--- src/hdl/jse_pkg.sv ---
// ----------------------------------------------------------------------------
// jse_pkg
// Shared types, character codes and helpers for the json string escaper.
// ----------------------------------------------------------------------------
package jse_pkg;

  typedef logic [1:0] kind_t;

  localparam kind_t KIND_NONE  = 2'd0;  // byte dropped, terminator only
  localparam kind_t KIND_PLAIN = 2'd1;
  localparam kind_t KIND_PAIR  = 2'd2;
  localparam kind_t KIND_UNI   = 2'd3;

  localparam logic [7:0] CH_QUOTE  = 8'h22;
  localparam logic [7:0] CH_BSLASH = 8'h5c;
  localparam logic [7:0] CH_LF     = 8'h0a;
  localparam logic [7:0] CH_CR     = 8'h0d;
  localparam logic [7:0] CH_TAB    = 8'h09;
  localparam logic [7:0] CH_N      = 8'h6e;
  localparam logic [7:0] CH_R      = 8'h72;
  localparam logic [7:0] CH_T      = 8'h74;
  localparam logic [7:0] CH_U      = 8'h75;
  localparam logic [7:0] CH_ZERO   = 8'h30;
  localparam logic [7:0] CH_NUL    = 8'h00;
  localparam logic [7:0] CTRL_LIMIT = 8'h20;

  localparam logic [16:0] ESC_NEED   = 17'd6;
  localparam logic [16:0] PLAIN_NEED = 17'd1;
  localparam logic [15:0] CAP_RESET  = 16'd1024;

  typedef struct packed {
    kind_t       kind;
    logic [7:0]  data;    // plain byte, pair letter or control byte
    logic        last;
    logic [15:0] length;  // count after this byte, used on the terminator
  } job_t;

  // bytes a job emits before its terminator
  function automatic logic [2:0] kind_len(kind_t kind);
    logic [2:0] n;
    case (kind)
      KIND_PLAIN: n = 3'd1;
      KIND_PAIR:  n = 3'd2;
      KIND_UNI:   n = 3'd6;
      default:    n = 3'd0;
    endcase
    return n;
  endfunction

  function automatic logic [7:0] hex_digit(logic [3:0] nib);
    logic [7:0] ch;
    if (nib < 4'd10) begin
      ch = 8'h30 + {4'd0, nib};
    end else begin
      ch = 8'h57 + {4'd0, nib};
    end
    return ch;
  endfunction

endpackage

--- src/hdl/jse_if.sv ---
// ----------------------------------------------------------------------------
// jse_if
// Valid/ready channels carrying raw input bytes and escaped output bytes.
// ----------------------------------------------------------------------------
interface jse_in_if;
  logic       valid;
  logic       ready;
  logic [7:0] in_byte;
  logic       last_in;

  modport source (output valid, output in_byte, output last_in, input ready);
  modport sink   (input valid, input in_byte, input last_in, output ready);
endinterface

interface jse_out_if;
  logic        valid;
  logic        ready;
  logic [7:0]  out_byte;
  logic        last_out;
  logic [15:0] escaped_length;

  modport source (output valid, output out_byte, output last_out,
                  output escaped_length, input ready);
  modport sink   (input valid, input out_byte, input last_out,
                  input escaped_length, output ready);
endinterface

--- src/hdl/jse_front.sv ---
// ----------------------------------------------------------------------------
// jse_front
// Accepts input bytes, classifies them, runs the capacity check and keeps
// the running count and stop flag. Pushes a job per emitting or last byte.
// ----------------------------------------------------------------------------
module jse_front (
  input  logic              clk,
  input  logic              rst,
  input  logic              cfg_we,
  input  logic [15:0]       cfg_wdata,
  jse_in_if.sink            in_stream,
  input  logic              q_full,
  output logic              q_push,
  output jse_pkg::job_t     q_data
);

  logic [15:0] out_capacity;
  logic [15:0] written_count;
  logic        stopped;

  logic        is_esc;
  logic        is_pair;
  logic [7:0]  pair_ch;
  logic [16:0] need;
  logic        fits;
  logic        emit;
  jse_pkg::kind_t kind;
  logic [15:0] count_next;
  logic        accept;

  always_comb begin
    is_pair = 1'b1;
    pair_ch = in_stream.in_byte;
    case (in_stream.in_byte)
      jse_pkg::CH_QUOTE:  pair_ch = jse_pkg::CH_QUOTE;
      jse_pkg::CH_BSLASH: pair_ch = jse_pkg::CH_BSLASH;
      jse_pkg::CH_LF:     pair_ch = jse_pkg::CH_N;
      jse_pkg::CH_CR:     pair_ch = jse_pkg::CH_R;
      jse_pkg::CH_TAB:    pair_ch = jse_pkg::CH_T;
      default:            is_pair = 1'b0;
    endcase
    is_esc = is_pair || (in_stream.in_byte < jse_pkg::CTRL_LIMIT);
    need   = is_esc ? jse_pkg::ESC_NEED : jse_pkg::PLAIN_NEED;
    // 17 bits so count plus need never wraps
    fits   = ({1'b0, written_count} + need) < {1'b0, out_capacity};
    emit   = !stopped && fits;
    if (!emit) begin
      kind = jse_pkg::KIND_NONE;
    end else if (is_pair) begin
      kind = jse_pkg::KIND_PAIR;
    end else if (is_esc) begin
      kind = jse_pkg::KIND_UNI;
    end else begin
      kind = jse_pkg::KIND_PLAIN;
    end
    count_next = written_count + {13'd0, jse_pkg::kind_len(kind)};
  end

  assign in_stream.ready = !q_full;
  assign accept          = in_stream.valid && !q_full;
  assign q_push          = accept && (emit || in_stream.last_in);

  always_comb begin
    q_data.kind   = kind;
    q_data.data   = is_pair ? pair_ch : in_stream.in_byte;
    q_data.last   = in_stream.last_in;
    q_data.length = count_next;
  end

  always_ff @(posedge clk) begin
    if (rst) begin
      out_capacity  <= jse_pkg::CAP_RESET;
      written_count <= 16'd0;
      stopped       <= 1'b0;
    end else begin
      if (cfg_we) begin
        out_capacity <= cfg_wdata;
      end
      if (accept) begin
        if (in_stream.last_in) begin
          written_count <= 16'd0;
          stopped       <= 1'b0;
        end else begin
          written_count <= count_next;
          stopped       <= stopped || !fits;
        end
      end
    end
  end

endmodule

--- src/hdl/jse_fifo.sv ---
// ----------------------------------------------------------------------------
// jse_fifo
// Short show-ahead job queue between the front and the back end.
// ----------------------------------------------------------------------------
module jse_fifo #(
  parameter int DEPTH = 4
) (
  input  logic          clk,
  input  logic          rst,
  input  logic          push,
  input  jse_pkg::job_t push_data,
  output logic          full,
  input  logic          pop,
  output logic          valid,
  output jse_pkg::job_t pop_data
);

  localparam int PTR_W = (DEPTH > 1) ? $clog2(DEPTH) : 1;
  localparam int CNT_W = $clog2(DEPTH + 1);

  jse_pkg::job_t mem [DEPTH];
  logic [PTR_W-1:0] wr_ptr;
  logic [PTR_W-1:0] rd_ptr;
  logic [CNT_W-1:0] count;
  logic             do_push;
  logic             do_pop;

  assign full     = (count == CNT_W'(DEPTH));
  assign valid    = (count != '0);
  assign pop_data = mem[rd_ptr];
  assign do_push  = push && !full;
  assign do_pop   = pop && valid;

  always_ff @(posedge clk) begin
    if (do_push) begin
      mem[wr_ptr] <= push_data;
    end
  end

  always_ff @(posedge clk) begin
    if (rst) begin
      wr_ptr <= '0;
      rd_ptr <= '0;
      count  <= '0;
    end else begin
      if (do_push) begin
        wr_ptr <= (wr_ptr == PTR_W'(DEPTH - 1)) ? '0 : wr_ptr + 1'b1;
      end
      if (do_pop) begin
        rd_ptr <= (rd_ptr == PTR_W'(DEPTH - 1)) ? '0 : rd_ptr + 1'b1;
      end
      case ({do_push, do_pop})
        2'b10:   count <= count + 1'b1;
        2'b01:   count <= count - 1'b1;
        default: count <= count;
      endcase
    end
  end

endmodule

--- src/hdl/jse_back.sv ---
// ----------------------------------------------------------------------------
// jse_back
// Expands queued jobs into escaped output bytes, one byte per cycle while the
// sink is ready, and appends the terminator after the last byte of a string.
// ----------------------------------------------------------------------------
module jse_back (
  input  logic          clk,
  input  logic          rst,
  input  logic          q_valid,
  input  jse_pkg::job_t q_data,
  output logic          q_pop,
  jse_out_if.source     out_stream
);

  logic [2:0] idx;
  logic [2:0] body_len;
  logic [2:0] steps;
  logic       is_term;
  logic [7:0] cur_byte;
  logic       load;
  logic       final_step;

  logic        out_valid;
  logic [7:0]  out_byte;
  logic        last_out;
  logic [15:0] escaped_length;

  always_comb begin
    body_len = jse_pkg::kind_len(q_data.kind);
    steps    = body_len + {2'd0, q_data.last};
    is_term  = (idx >= body_len);
    cur_byte = jse_pkg::CH_NUL;
    if (!is_term) begin
      case (q_data.kind)
        jse_pkg::KIND_PLAIN: cur_byte = q_data.data;
        jse_pkg::KIND_PAIR:  cur_byte = (idx == 3'd0) ? jse_pkg::CH_BSLASH : q_data.data;
        jse_pkg::KIND_UNI: begin
          case (idx)
            3'd0:    cur_byte = jse_pkg::CH_BSLASH;
            3'd1:    cur_byte = jse_pkg::CH_U;
            3'd2:    cur_byte = jse_pkg::CH_ZERO;
            3'd3:    cur_byte = jse_pkg::CH_ZERO;
            3'd4:    cur_byte = jse_pkg::hex_digit(q_data.data[7:4]);
            default: cur_byte = jse_pkg::hex_digit(q_data.data[3:0]);
          endcase
        end
        default: cur_byte = jse_pkg::CH_NUL;
      endcase
    end
  end

  // output register frees as soon as the sink takes its item
  assign load       = q_valid && (!out_valid || out_stream.ready);
  assign final_step = (idx == steps - 3'd1);
  assign q_pop      = load && final_step;

  always_ff @(posedge clk) begin
    if (rst) begin
      idx       <= 3'd0;
      out_valid <= 1'b0;
    end else begin
      if (load) begin
        idx <= final_step ? 3'd0 : idx + 3'd1;
      end
      if (load) begin
        out_valid <= 1'b1;
      end else if (out_stream.ready) begin
        out_valid <= 1'b0;
      end
    end
  end

  always_ff @(posedge clk) begin
    if (load) begin
      out_byte       <= cur_byte;
      last_out       <= is_term;
      escaped_length <= is_term ? q_data.length : 16'd0;
    end
  end

  assign out_stream.valid          = out_valid;
  assign out_stream.out_byte       = out_byte;
  assign out_stream.last_out       = last_out;
  assign out_stream.escaped_length = escaped_length;

endmodule

--- src/hdl/json_string_escaper.sv ---
// a plain byte passes through the job queue and then the output register
// throughput: 1 item per cycle for plain bytes while the sink is ready; escapes drain
//   2 or 6 bytes, plus 1 for a terminator, at one byte per cycle from the back end sequencer
// the job queue (QUEUE_DEPTH entries) lets input run ahead of expansion
// reset: clears count, stop flag, queue and output; capacity returns to 1024
// ----------------------------------------------------------------------------
// json_string_escaper
// JSON string escaper with capacity check and terminator carrying the length.
// ----------------------------------------------------------------------------
module json_string_escaper #(
  parameter int QUEUE_DEPTH = 4
) (
  input  logic        clk,
  input  logic        rst,
  input  logic        cfg_we,
  input  logic [15:0] cfg_wdata,
  jse_in_if.sink      in_stream,
  jse_out_if.source   out_stream
);

  logic          q_push;
  logic          q_full;
  logic          q_pop;
  logic          q_valid;
  jse_pkg::job_t q_wdata;
  jse_pkg::job_t q_rdata;

  jse_front u_front (
    .clk       (clk),
    .rst       (rst),
    .cfg_we    (cfg_we),
    .cfg_wdata (cfg_wdata),
    .in_stream (in_stream),
    .q_full    (q_full),
    .q_push    (q_push),
    .q_data    (q_wdata)
  );

  jse_fifo #(
    .DEPTH (QUEUE_DEPTH)
  ) u_fifo (
    .clk       (clk),
    .rst       (rst),
    .push      (q_push),
    .push_data (q_wdata),
    .full      (q_full),
    .pop       (q_pop),
    .valid     (q_valid),
    .pop_data  (q_rdata)
  );

  jse_back u_back (
    .clk        (clk),
    .rst        (rst),
    .q_valid    (q_valid),
    .q_data     (q_rdata),
    .q_pop      (q_pop),
    .out_stream (out_stream)
  );

endmodule

--- src/flat_wrapper.sv ---
// flat-port wrapper written by rule: the top's interface ports become plain ports
module json_string_escaper_flat 
#(
  parameter int QUEUE_DEPTH = 4
)
  (clk, rst, cfg_we, cfg_wdata, in_stream_valid, in_stream_in_byte, in_stream_last_in, in_stream_ready, out_stream_valid, out_stream_out_byte, out_stream_last_out, out_stream_escaped_length, out_stream_ready);
  jse_in_if in_stream_i ();
  jse_out_if out_stream_i ();
  input  logic clk;
  input  logic rst;
  input  logic cfg_we;
  input  logic [15:0] cfg_wdata;
  input wire logic [$bits(in_stream_i.valid)-1:0] in_stream_valid;
  input wire logic [$bits(in_stream_i.in_byte)-1:0] in_stream_in_byte;
  input wire logic [$bits(in_stream_i.last_in)-1:0] in_stream_last_in;
  output wire logic [$bits(in_stream_i.ready)-1:0] in_stream_ready;
  output wire logic [$bits(out_stream_i.valid)-1:0] out_stream_valid;
  output wire logic [$bits(out_stream_i.out_byte)-1:0] out_stream_out_byte;
  output wire logic [$bits(out_stream_i.last_out)-1:0] out_stream_last_out;
  output wire logic [$bits(out_stream_i.escaped_length)-1:0] out_stream_escaped_length;
  input wire logic [$bits(out_stream_i.ready)-1:0] out_stream_ready;
  assign in_stream_i.valid = in_stream_valid;
  assign in_stream_i.in_byte = in_stream_in_byte;
  assign in_stream_i.last_in = in_stream_last_in;
  assign in_stream_ready = in_stream_i.ready;
  assign out_stream_valid = out_stream_i.valid;
  assign out_stream_out_byte = out_stream_i.out_byte;
  assign out_stream_last_out = out_stream_i.last_out;
  assign out_stream_escaped_length = out_stream_i.escaped_length;
  assign out_stream_i.ready = out_stream_ready;
  json_string_escaper #(.QUEUE_DEPTH(QUEUE_DEPTH)) u_core (.clk(clk), .rst(rst), .cfg_we(cfg_we), .cfg_wdata(cfg_wdata), .in_stream(in_stream_i), .out_stream(out_stream_i));
endmodule
--- config.mk ---
export PLATFORM = sky130hd
export DESIGN_NAME = json_string_escaper_flat
export DESIGN_NICKNAME = d
export VERILOG_FILES = /design/src/hdl/jse_pkg.sv /design/src/hdl/jse_if.sv /design/src/hdl/jse_front.sv /design/src/hdl/jse_fifo.sv /design/src/hdl/jse_back.sv /design/src/hdl/json_string_escaper.sv /design/src/flat_wrapper.sv
export SDC_FILE = /design/constraint.sdc
export NUM_CORES = 1
export LEC_CHECK = 0
export BUFFER_PORTS_ARGS = -buffer_cell sky130_fd_sc_hd__buf_2
export CORE_ASPECT_RATIO = 0.7
export CORE_MARGIN = 8
export CORE_UTILIZATION = 65
export DETAILED_ROUTE_END_ITERATION = 6
export PLACE_DENSITY = 0.85
export SLEW_MARGIN = 20
export SYNTH_ARGS = -nofsm -noshare
export SYNTH_HDL_FRONTEND = slang
export SYNTH_SLANG_ARGS = --single-unit
export TNS_END_PERCENT = 5
--- constraint.sdc ---
create_clock -name clk -period 14.9 [get_ports clk]
set_clock_uncertainty 0.1 [all_clocks]
set_input_delay 1.49 -clock clk [delete_from_list [all_inputs] [get_ports clk]]
set_output_delay 1.49 -clock clk [all_outputs]
set_load 0.01 [all_outputs]
After elaboration in Yosys (flattened, before gate mapping):

Memory sizes are Yosys's and may differ from the RTL's. A register that Yosys moved wholly into a read port is not among the register bits.
Cells that the tools add are included.

* memory bits (writable): 108
* memories: 1
* input bits: 30
* flip-flop bits (word level): 69
* output and inout port bits: 27
* word-level logic and storage cells: 98

Memories
* u_core.u_fifo.mem: depth 4, bits a word 27, rd ports 1, clocked after memory_dff 1, wr ports 1, line jse_fifo.sv:21 `jse_pkg::job_t mem [DEPTH];`

* muxes and demuxes: 26
* magnitude comparators: 5
* reduce and logical (&&, ||, !) cells: 21
* add/subtract/negate cells: 13
* equal/unequal tests: 21

Operators with widths (count)
* $pmux W8 S5: 1
* $mux W8: 4
* $pmux W8 S4: 1
* $eq A8 B4 Y1 const B: 3
* $pmux W8 S3: 1
* $pmux W3 S3: 2
* $add A16 B3 Y17: 1
* $lt A17 B16 Y1: 1
* $add A16 B3 Y16: 1
* $add A7 B4 Y8 const A: 2
* $mux W16: 1
* $add A6 B4 Y7 const A: 2
* $eq A2 B2 Y1 const B: 7
* $mux W2: 7
* $eq A8 B6 Y1 const B: 1
* $eq A8 B7 Y1 const B: 1
* $lt A4 B4 Y1 const B: 2
* $lt A8 B6 Y1 const B: 1
* $logic_and A1 B1 Y1: 7
* $add A3 B1 Y3 const B: 2
* $eq A2 B1 Y1 const B: 3
* $eq A3 B2 Y1 const B: 2
* $eq A3 B3 Y1 const B: 2
* $mux W1: 6
* other kinds (15): 25

Depth between registers and ports, before layout:

Gate-level depths: netlist of run 1.

* depth after elaboration: 13
* gate-level depth with buffers: 28
* mapped depth without buffers: 26

Hierarchy:

From an unflattened synthesis of run 1, not the netlist that was laid out.

* cells, all modules: 680
* area, all modules: 8803.4 µm²

Modules (own cells, without submodules)
* jse_fifo: area each 4395.5 µm², instances 1, cells an instance 195, sequential area each 3423.3 µm²
* jse_front: area each 2682.6 µm², instances 1, cells an instance 325, sequential area each 660.6 µm²
* jse_back: area each 1725.4 µm², instances 1, cells an instance 160, sequential area each 830.8 µm²

Worst setup path before layout of run 1:

Ideal clock, no wire load.

* kind: input -> register
* start point: input port in_stream_in_byte[5]
* end point: memory u_core.u_fifo.mem[0][15] (netlist bit), data pin
* stages: 25
* arrival time: 6447 ps
* library setup time: 287 ps
* setup slack: 8065 ps
* path buffers: 2
* data required time: 14513 ps
* path through: or3_1 -> clkbuf_1 -> nor4b_1 -> nand2_1 -> o21a_1 -> nand3_1 -> inv_1 -> ha_1 -> a21o_1 -> a21oi_1 -> or2_2 -> clkbuf_1 -> nor2_1 -> xor2_1 -> ha_1 -> a21o_1 -> a21o_1 -> a211oi_1 -> o221ai_2 -> a31oi_1 -> ha_1 -> a21o_1 -> a21oi_1 -> nor3_1 -> xor2_1

RTL lines
* start: declaration: line flat_wrapper.sv:14 `input wire logic [$bits(in_stream_i.in_byte)-1:0] in_stream_in_byte;`
* end: declaration: line jse_fifo.sv:21

==> flow_metrics.py, run 1 <==
metrics = {
    "status": {
        "outcome": "finished with violations",
        "violations": "DRC",
    },
    "worst_setup_path": {
        "startpoint_type": "input port",
        "reg2reg_to": "u_core.u_front.written_count[11]",
        "startpoint": "in_stream_in_byte[7]",
        "worstPathMaxFanout": 7,
        "worstPathRequired_ns": 15.16,
        "end_kind": "flop",
        "crit_arrival_ns": 7.90,
        "reg2reg_from": "u_core.u_front.written_count[0]",
        "rr_worst_depth": 19,
        "crit_type": "input port to flop",
        "r2r_slack_ns": 9.74,
    },
    "cts": {
        "clockBufferDepth": 2,
        "post_cts_resized": 0,
        "cts_max_level": 4,
        "cts_setup_buffers": 0,
        "cts.sinks": 179,
        "cts_tree": "yes",
        "clk_pin_slew_ns": 0.06,
        "holdBufCountCts": 0,
        "numCtsBuffers": 17,
        "clk_latency_ns": 0.43,
        "cts_root_buf": "clkbuf_16",
    },
    "timing": {
        "final_hold_viol_count": 0,
        "slew_headroom_pct": 32.8,
        "max_slew.worst_pin.slew_ns": 1.00,
        "timing.fmax_mhz": 131,
        "setup_tns_ns": 0,
        "setup_violations": 0,
        "finalMaxSlewViolations": 0,
        "rsz0062_at_grt": "no",
        "min_period_ns": 7.64,
        "post-route-period-util_pct": 51.3,
    },
    "synth": {
        "synth.avg_cell_area_um2": 13.1,
        "syn_area_mm2": 0.00836,
        "ys_seq_area_share_pct": 58.8,
        "synth_fa_ha_area_share_pct": 6.10,
        "synth_simple_gate_area_share_pct": 10.7,
        "synthArstFlopShare_pct": 0,
        "synth_cell_types": 58,
        "muxShareOfSynthArea_pct": 9.86,
        "synth_xor_area_share_pct": 3.96,
        "syn_inst": 640,
        "synth_top_flop_cell": "edfxtp_1",
        "synth_fp_nets": 709,
        "synth.largest_area_cell": "edfxtp_1",
        "yosys_warnings": 0,
        "synth_top_cell_area_share_pct": 47.7,
        "synth_edf_count": 133,
        "synth-compound-area-share_pct": 7.49,
        "ys_seq_elements": 179,
        "synth_top_family_by_area": "simple AND/OR/NAND/NOR gates",
        "synth_area_leaders": "edfxtp_1 48%, dfxtp_1 11%, mux4_2 6.2%",
    },
    "routing": {
        "drtAntennaViolNets": 0,
        "first_pass_iters": 7,
        "drt_wl_total_um": 17900,
        "drtIter0Drc": 449,
        "via_per_inst": 6.28,
        "route.detailed.wl_per_inst_um": 20.5,
        "drc_errors": 2,
        "vias": 5460,
    },
    "global_routing": {
        "grt_pass1_vias": 5472,
        "grt_max_degree": 43,
        "grt_remaining_overflow": 0,
        "grt_pass1_wl_um": 28200,
        "antenna_found_initial": 0,
        "grt_util_all_layers_pct": 21.7,
    },
    "final_layout": {
        "antennaDiodeCount": 0,
        "final_cell_mix": "133 x edfxtp_1, 65 x nor2_1, 56 x buf_2",
        "final_layout_size_suffix_gt1_share_pct": 18.9,
        "fill_cells": 769,
        "utilization_pct": 75.2,
        "final_common_cell": "edfxtp_1",
        "areaGrowthSynthToFinish_pct": 12.4,
        "finalNetCount": 764,
    },
    "die": {
        "core_mm2": 0.0125,
        "row_count": 34,
        "fp.dieH_um": 111,
        "start_util_pct": 66.9,
        "die-area_mm2": 0.0168,
        "die_width_um": 152,
        "ioPinCount": 57,
    },
    "hold_path": {
        "hold_end": "u_core.u_front.stopped",
        "min_path_type": "flop to flop",
        "holdPathStages": 2,
        "hp-start": "u_core.u_front.stopped",
    },
    "pwr": {
        "peakVddDrop_mv": 0.220,
        "p_per_area_mw_per_mm2": 166,
        "p_leak_nw": 3.64,
    },
    "placed_design": {
        "dp_hpwl_um": 11400,
        "numPortBuffers": 56,
        "place_congestion": 0.928,
    },
    "job": {
        "drv_cap": 0,
    },
}
[sequential cells by signal, summed over array words and instances (netlist names), named ones only]
register and count:
u_core.u_fifo.wr_ptr 2, u_core.u_back.idx 3, u_core.u_back.out_stream.out_byte 8, u_core.u_front.written_count 16, u_core.u_fifo.rd_ptr 2, u_core.u_front.stopped 1, u_core.u_back.out_stream.last_out 1, u_core.u_back.out_stream.valid 1
u_core.u_fifo.count 3, u_core.u_back.out_stream.escaped_length 16, u_core.u_front.out_capacity 16, u_core.u_fifo.mem 108
[metrics by stage]
| stage | instances | power [mW] | hold slack (ns) | cell area, µm² | setup slack (ns) |
|---|---|---|---|---|---|
| after global placement | 838 | 1.09 | 0.346 | 8800 | 7.49 |
| after floorplan | 640 | 0.969 | 0.337 | 8360 | 8.07 |
| after global routing | 870 | 1.63 | 0.419 | 9400 | 6.75 |
| after detailed placement | 838 | 1.11 | 0.367 | 8800 | 6.98 |
| final | 870 | 1.56 | 0.374 | 9400 | 7.26 |
| after CTS | 870 | 1.56 | 0.376 | 9400 | 7.34 |
[area by class of cell]
cell class              instances  area (µm²)  share of cell area [%]
inverters                      37         139                    1.48
clock inverters                12         136                    1.45
clock buffers                  20         468                    4.98
flip-flops and latches        179        4920                    52.3
well taps                     162         203                    2.16
multi-input cells             396        3200                    34.0
repair buffers                 64         340                    3.62
[cell usage after synthesis (all sizes together), types with 2 or more instances]
cell     number
edfxtp      133
nor2         66
dfxtp        46
inv          37
a21oi        36
ha           36
nand2        30
mux4         27
nor2b        22
xor2         21
mux2i        19
clkbuf       18
o21ai        17
xnor2        16
buf          10
a21o          8
a22oi         8
nand2b        8
nand4         8
a211oi        7
nor3          7
and2          5
nand3         5
nand3b        5
or3           5
a31oi         4
and3          3
fa            3
nor3b         3
nor4b         3
o211ai        3
or2           3
o2111ai       2
o21a          2
o221ai        2
[logic make-up after synthesis]
family / after synthesis
xor+xnor: 37
fa+ha+maj: 39
flops: 179
buf+inv: 65
mux: 47
simple gates: 178
compound gates: 95
[worst max-delay path, stage by stage]
cell	delay (ns)
buf_2	0.14
or3_1	0.46
nor4b_1	0.47
nand2_1	0.19
o21a_1	0.20
nand3_1	0.25
inv_1	0.09
ha_1	0.22
fa_1	0.40
a21oi_1	0.28
nor2_2	0.11
nand2_1	0.10
xnor2_1	0.14
ha_1	0.29
a211oi_1	0.23
o221ai_1	0.15
a211oi_1	0.25
o221ai_2	0.26
a31oi_1	0.33
ha_1	0.29
a21o_1	0.16
a21oi_1	0.62
nor3_1	0.14
xor2_1	0.40
a22oi_1	0.12
nor2_1	0.13
[where the power goes]
group	total, mW	internal (mW)	leakage (nW)	switching (mW)
sequential	0.668	0.640	1.67	0.0278
combinational	0.441	0.168	1.68	0.273
clock	0.447	0.251	0.292	0.196
total	1.56	1.06	3.64	0.497
[routing by layer]
metal	track usage (%)	up-vias	share of wire, %
met5	0	-	0
met4	6.05	0	1.6
met3	5.51	30	7.1
met2	36.0	256	49
met1	27.7	2708	42
li1	-	2466	-
[worst max-delay path by stage]
stage / end / slack, ns
after floorplan: u_core.u_fifo.mem[0][15] / 8.07
after global placement: u_core.u_front.written_count[11] / 7.49
after detailed placement: u_core.u_front.written_count[13] / 6.98
after CTS: u_core.u_front.written_count[11] / 7.34
after global routing: u_core.u_front.written_count[13] / 6.75
final: u_core.u_front.written_count[11] / 7.26
(Power assumes the default switching activity.)
==> run 2, diff against run 1 <==
--- a/config.mk
+++ b/config.mk
@@ -5,12 +5,13 @@
 export SDC_FILE = /design/constraint.sdc
 export NUM_CORES = 1
 export LEC_CHECK = 0
+export ABC_AREA = 1
 export BUFFER_PORTS_ARGS = -buffer_cell sky130_fd_sc_hd__buf_2
 export CORE_ASPECT_RATIO = 0.7
 export CORE_MARGIN = 8
-export CORE_UTILIZATION = 65
+export CORE_UTILIZATION = 55
 export DETAILED_ROUTE_END_ITERATION = 6
-export PLACE_DENSITY = 0.85
+export PLACE_DENSITY = 0.76
 export SLEW_MARGIN = 20
 export SYNTH_ARGS = -nofsm -noshare
 export SYNTH_HDL_FRONTEND = slang
==> constraint.sdc (replaced) <==
create_clock -name clk -period 6.38 [get_ports clk]
set_clock_uncertainty 0.1 [all_clocks]
set_input_delay 0.638 -clock clk [delete_from_list [all_inputs] [get_ports clk]]
set_output_delay 0.638 -clock clk [all_outputs]
set_load 0.01 [all_outputs]
==> run 2 against run 1 <==
The flow now finishes without violations. Register-to-register slack got worse by 8.0 ns. Final area grew 2.8%. Cell count rose by 31%. Worst hold slack worse by 0.053 ns. Synthesized area is 2.9% higher. First-iteration DRC count rose by 32%.
==> flow_metrics.py, run 2 <==
metrics = {
    "cts": {
        "cts_setup_buffers": 0,
        "cts_root_buf": "clkbuf_16",
        "cts_max_level": 4,
        "post_cts_resized": 0,
        "clockBufferDepth": 2,
        "clk_latency_ns": 0.44,
        "cts_tree": "yes",
        "holdBufCountCts": 0,
        "clk_pin_slew_ns": 0.07,
        "numCtsBuffers": 17,
        "cts.sinks": 179,
    },
    "routing": {
        "drtIter0Drc": 591,
        "first_pass_iters": 5,
        "drt_wl_total_um": 18000,
        "route.detailed.wl_per_inst_um": 15.8,
        "vias": 6108,
        "via_per_inst": 5.35,
        "drtAntennaViolNets": 0,
        "drc_errors": 0,
    },
    "timing": {
        "rsz0062_at_grt": "no",
        "setup_violations": 0,
        "timing.fmax_mhz": 178,
        "whs_ns": 0.320,
        "slew_headroom_pct": 33.3,
        "max_slew.worst_pin.slew_ns": 0.999,
        "finalMaxSlewViolations": 0,
        "min_period_ns": 5.62,
        "post-route-period-util_pct": 88.0,
        "final_hold_viol_count": 0,
        "setup_tns_ns": 0,
    },
    "synth": {
        "synth.avg_cell_area_um2": 9.83,
        "syn_area_mm2": 0.00861,
        "synth_common_cells": "160 x nand2_1, 133 x edfxtp_1, 102 x inv_1",
        "synth.largest_area_cell": "edfxtp_1",
        "synth_fp_nets": 945,
        "synth_area_leaders": "edfxtp_1 46%, dfxtp_1 11%, nand2_1 7.0%",
        "syn_inst": 876,
        "synthArstFlopShare_pct": 0,
        "synth_edf_count": 133,
        "yosys_warnings": 0,
        "synth_top_cell_area_share_pct": 46.4,
        "synth_top_flop_cell": "edfxtp_1",
        "ys_seq_area_share_pct": 57.1,
        "synth.most_common_cell": "nand2_1",
        "synth_cell_types": 44,
        "ys_seq_elements": 179,
    },
    "final_layout": {
        "final_common_cell": "nand2_1",
        "areaGrowthSynthToFinish_pct": 12.3,
        "fill_cells": 1249,
        "stdcell_count": 1141,
        "largest_reg_flops": 108,
        "final_cell_mix": "160 x nand2_1, 133 x edfxtp_1, 102 x inv_1",
        "max_flop_register": "u_core.u_fifo.mem",
        "finalNetCount": 997,
        "antennaDiodeCount": 0,
        "final_layout_size_suffix_gt1_share_pct": 13.9,
    },
    "worst_setup_path": {
        "crit_type": "input port to flop",
        "worstPathMaxFanout": 5,
        "slowest_delay_ns": 0.41,
        "reg2reg_from": "u_core.u_front.written_count[0]",
        "worstPathRequired_ns": 6.65,
        "rr_worst_depth": 27,
        "crit_arrival_ns": 5.88,
        "cpMaxStageDelayCell": "nor3_1",
        "reg2reg_to": "u_core.u_front.written_count[9]",
        "end_kind": "flop",
        "startpoint_type": "input port",
        "crit_path_frequent_cell": "nand2_1",
        "r2r_slack_ns": 1.74,
    },
    "die": {
        "die-area_mm2": 0.0200,
        "ioPinCount": 57,
        "row_count": 38,
        "die_width_um": 166,
        "start_util_pct": 55.9,
        "core_mm2": 0.0154,
        "fp.dieH_um": 121,
    },
    "global_routing": {
        "grt_max_degree": 56,
        "grt_util_all_layers_pct": 18.6,
        "grt_pass1_vias": 5656,
        "grt_pass1_wl_um": 28800,
        "grt_remaining_overflow": 0,
        "antenna_found_initial": 0,
    },
    "pwr": {
        "clkPwrFrac_pct": 27.5,
        "p_sw_share_pct": 35.3,
        "comb_power_share_pct": 31.1,
        "switchingPower_mw": 1.35,
        "p_per_area_mw_per_mm2": 396,
        "peakVddDrop_mv": 0.299,
        "internal_power_mw": 2.48,
        "p_leak_nw": 4.10,
        "p_seq_share_pct": 41.4,
    },
    "hold_path": {
        "hp-start": "cfg_wdata[10]",
        "holdPathStages": 3,
        "hold_end": "u_core.u_front.out_capacity[10]",
        "min_path_type": "input port to flop",
    },
    "placed_design": {
        "dp_cells": 1109,
        "place_congestion": 0.893,
        "dp_hpwl_um": 12200,
        "numPortBuffers": 56,
    },
    "status": {
        "outcome": "completed",
    },
    "job": {
        "drv_cap": 0,
    },
}
[run 2: per-layer routing]
metal	up-vias	global-route usage [%]	routed length, µm
met2	199	25.2	7180
met5	-	0	0
met1	2842	28.5	9320
li1	3051	-	-
met3	16	4.92	1320
met4	0	5.56	192
[run 2: critical path: cells and delay by family]
kind / cells / cell delay (ns)
xor gates and xnor gates: 2 / 0.57
buffers and inverters: 5 / 0.40
adders and majority gates: 3 / 0.93
AOI/OAI and AO/OA: 4 / 0.66
and+or+nand+nor: 20 / 2.66
[run 2: layout make-up]
cell class	instances	area, µm²	area share (%)
Clock buffer	22	487	5.04
Clock inverter	10	115	1.19
Inverter	112	425	4.40
Multi-Input combinational cell	555	3140	32.5
Sequential cell	179	4910	50.9
Tap cell	200	250	2.59
Timing Repair Buffer	63	333	3.44
[run 2: kinds of logic after synthesis]
family                   synth area share, %
AND/OR/NAND/NOR                         16.3
flip-flops                              57.1
AO/OA/AOI/OAI                           10.9
buffers and inverters                   6.64
adder cells (fa/ha/maj)                 5.93
XOR/XNOR                                3.15
[run 2: per-stage QoR]
step           power (mW)  utilization, %  instance area, µm²  worst slack, ns
5_1_grt              4.06            62.7                9660            0.150
6_report             3.83            62.7                9660            0.765
3_5_place_dp         2.80            58.8                9060            0.359
2_1_floorplan        2.46               -                8610             1.16
3_3_place_gp         2.75            58.8                9060            0.539
4_1_cts              3.85            62.7                9660            0.813
[run 2: how the worst max path moves through the flow]
stage,cells after the start,endpoint,from,slack (ns)
floorplan,34,u_core.u_front.written_count[13],in_stream_in_byte[5],1.16
global placement,34,u_core.u_front.written_count[9],in_stream_in_byte[0],0.54
detailed placement,33,u_core.u_front.written_count[7],in_stream_in_byte[0],0.36
CTS,35,u_core.u_front.written_count[14],in_stream_in_byte[0],0.81
global route,34,u_core.u_front.written_count[15],in_stream_in_byte[0],0.15
finish,34,u_core.u_front.written_count[9],in_stream_in_byte[0],0.76
[run 2: power by group through the flow]
stage               combinational [mW]  sequential (mW)  clock, mW
floorplan                        0.818             1.64          0
global placement                  1.14             1.61          0
detailed placement                1.18             1.61          0
CTS                               1.19             1.59       1.07
global route                      1.34             1.61       1.11
finish                            1.19             1.59       1.05
==> run 3, diff against run 2 <==
--- a/config.mk
+++ b/config.mk
@@ -5,13 +5,13 @@
 export SDC_FILE = /design/constraint.sdc
 export NUM_CORES = 1
 export LEC_CHECK = 0
-export ABC_AREA = 1
+export ABC_AREA = 0
 export BUFFER_PORTS_ARGS = -buffer_cell sky130_fd_sc_hd__buf_2
 export CORE_ASPECT_RATIO = 0.7
 export CORE_MARGIN = 8
-export CORE_UTILIZATION = 55
+export CORE_UTILIZATION = 50
 export DETAILED_ROUTE_END_ITERATION = 6
-export PLACE_DENSITY = 0.76
+export PLACE_DENSITY = 0.71
 export SLEW_MARGIN = 20
 export SYNTH_ARGS = -nofsm -noshare
 export SYNTH_HDL_FRONTEND = slang
==> run 3 against run 2 <==
Die area rose by 6.1%. Sequential cell count stayed put. Non-clock buffer count rose by 6. Final area down 1.7%. Cell count shrank 18%. Count of clock-buffer cells in the layout decreased by 2. Critical path type unchanged. Global-route usage is 2.2 points lower.
==> flow_metrics.py, run 3 (synthesis results as in run 1) <==
metrics = {
    "status": {
        "outcome": "completed",
    },
    "final_layout": {
        "final_common_cell": "edfxtp_1",
        "post-route-cell-area_mm2": 0.00950,
        "largest_reg_flops": 108,
        "final_layout_size_suffix_gt1_share_pct": 19.6,
        "utilization_pct": 58.1,
        "antennaDiodeCount": 0,
        "final_cell_mix": "133 x edfxtp_1, 65 x nor2_1, 56 x buf_2",
        "finalNetCount": 769,
        "areaGrowthSynthToFinish_pct": 13.6,
        "max_flop_register": "u_core.u_fifo.mem",
    },
    "pwr": {
        "p_per_area_mw_per_mm2": 372,
        "comb_power_share_pct": 27.5,
        "p_seq_share_pct": 44.4,
        "internal_power_mw": 2.44,
        "p_sw_share_pct": 30.9,
        "peakVddDrop_mv": 0.188,
        "clkPwrFrac_pct": 28.1,
        "switchingPower_mw": 1.09,
        "p_leak_nw": 3.67,
    },
    "timing": {
        "setup_ws_ns": 0.460,
        "post-route-period-util_pct": 92.8,
        "setup_tns_ns": 0,
        "min_period_ns": 5.92,
        "final_hold_viol_count": 0,
        "timing.fmax_mhz": 169,
        "rsz0062_at_grt": "no",
        "whs_ns": 0.333,
        "setup_violations": 0,
        "slew_headroom_pct": 28.2,
        "max_slew.worst_pin.slew_ns": 1.07,
        "finalMaxSlewViolations": 0,
    },
    "worst_setup_path": {
        "cp_num_buf_inv": 3,
        "r2r_slack_ns": 1.69,
        "worstPathMaxFanout": 7,
        "crit_type": "input port to flop",
        "startpoint": "in_stream_in_byte[7]",
        "reg2reg_from": "u_core.u_front.written_count[1]",
        "slowest_delay_ns": 0.47,
        "crit_family": "compound AO/OA/AOI/OAI gates",
        "worstPathRequired_ns": 6.64,
        "end_kind": "flop",
        "crit_arrival_ns": 6.18,
        "startpoint_type": "input port",
        "cpMaxStageDelayCell": "or3_1",
    },
    "cts": {
        "cts_tree": "yes",
        "cts.sinks": 179,
        "numCtsBuffers": 17,
        "clk_latency_ns": 0.43,
        "cts_setup_buffers": 0,
        "cts_root_buf": "clkbuf_16",
        "cts_max_level": 4,
        "clockBufferDepth": 2,
        "post_cts_resized": 0,
        "clk_pin_slew_ns": 0.07,
        "holdBufCountCts": 0,
    },
    "routing": {
        "drc_errors": 0,
        "vias": 5252,
        "drtIter0Drc": 454,
        "route.detailed.wl_per_inst_um": 17.8,
        "via_per_inst": 5.60,
        "drt_wl_total_um": 16700,
        "first_pass_iters": 5,
        "drtAntennaViolNets": 0,
    },
    "die": {
        "start_util_pct": 51.2,
        "die-area_mm2": 0.0212,
        "fp.dieH_um": 124,
        "ioPinCount": 57,
        "die_width_um": 171,
        "row_count": 39,
        "core_mm2": 0.0163,
    },
    "global_routing": {
        "grtUsageMet3_pct": 4.34,
        "antenna_found_initial": 0,
        "grt_util_all_layers_pct": 16.5,
        "grt_pass1_wl_um": 27500,
        "grt_pass1_vias": 5326,
        "grt_remaining_overflow": 0,
        "grt.busiest_layer": "met2",
        "grt_util_met1_pct": 21.7,
        "gr-usage-met2_pct": 26.1,
        "grt_max_degree": 43,
    },
    "placed_design": {
        "dp_hpwl_um": 11400,
        "post-place-ws_ns": -0.0203,
        "place_congestion": 0.896,
        "numPortBuffers": 56,
        "post_dp_cell_area_mm2": 0.00891,
    },
    "job": {
        "drv_cap": 0,
    },
    "hold_path": {
        "min_path_type": "input port to flop",
        "hp-start": "cfg_wdata[10]",
    },
}
## run 3: cell count changes in the layout (fill, tap and decap cells not counted), moves of 16 or more
cell | previous run | this run
o22ai_1 | 16 | 0
mux2i_1 | 0 | 19
inv_1 | 102 | 36
nand2_1 | 160 | 30
a21oi_1 | 62 | 33
nor2_1 | 86 | 65
mux4_2 | 0 | 23
nor2b_1 | 0 | 22
o21ai_0 | 69 | 16
nand3_1 | 25 | 5
## run 3: final cells by class
| cell class | count | area, µm² |
|---|---|---|
| multi-input combinational | 396 | 3230 |
| timing repair buffer | 69 | 378 |
| inverter | 37 | 139 |
| fill | 1311 | 6850 |
| clock buffer | 20 | 457 |
| tap | 225 | 282 |
| sequential | 179 | 4910 |
| clock inverter | 12 | 104 |
## run 3: final timing paths
| check | end | cells past startpoint |
|---|---|---|
| worst max-delay path | u_core.u_front.written_count[11] | 27 |
| worst min-delay path | u_core.u_front.out_capacity[10] | 3 |
| worst max register to register | u_core.u_front.written_count[11] | 20 |
| worst min register to register | u_core.u_front.stopped | 2 |
## run 3: per-layer routing
metal | part of all wire, % | up-vias | wire [µm]
li1 | - | 2465 | -
met1 | 45 | 2637 | 7550
met2 | 48 | 129 | 8020
met3 | 5.5 | 21 | 920
met4 | 1.5 | 0 | 244
met5 | 0 | - | 0
## run 3: worst register-to-register path: cells and delay by family, from the launching register on
| kind | cells | cell delay (ns) |
|---|---|---|
| DFF | 1 | 0.48 |
| adders and majority gates | 3 | 0.88 |
| and+or+nand+nor | 4 | 0.47 |
| xor gates and xnor gates | 2 | 0.45 |
| buffers and inverters | 1 | 0.18 |
| AOI/OAI and AO/OA | 10 | 2.04 |
## run 3: power by group through the flow
stage / Sequential, mW / Clock (mW) / Combinational [mW]
detailed placement: 1.60 / 0 / 0.979
CTS: 1.57 / 1.01 / 0.986
finish: 1.57 / 0.991 / 0.972
floorplan: 1.62 / 0 / 0.639
global route: 1.59 / 1.06 / 1.07
global placement: 1.59 / 0 / 0.960
## run 3: per-stage QoR
step           power, mW  cells
3_3_place_gp        2.55    906
6_report            3.53    938
3_5_place_dp        2.58    906
2_1_floorplan       2.26    640
4_1_cts             3.57    938
5_1_grt             3.73    938
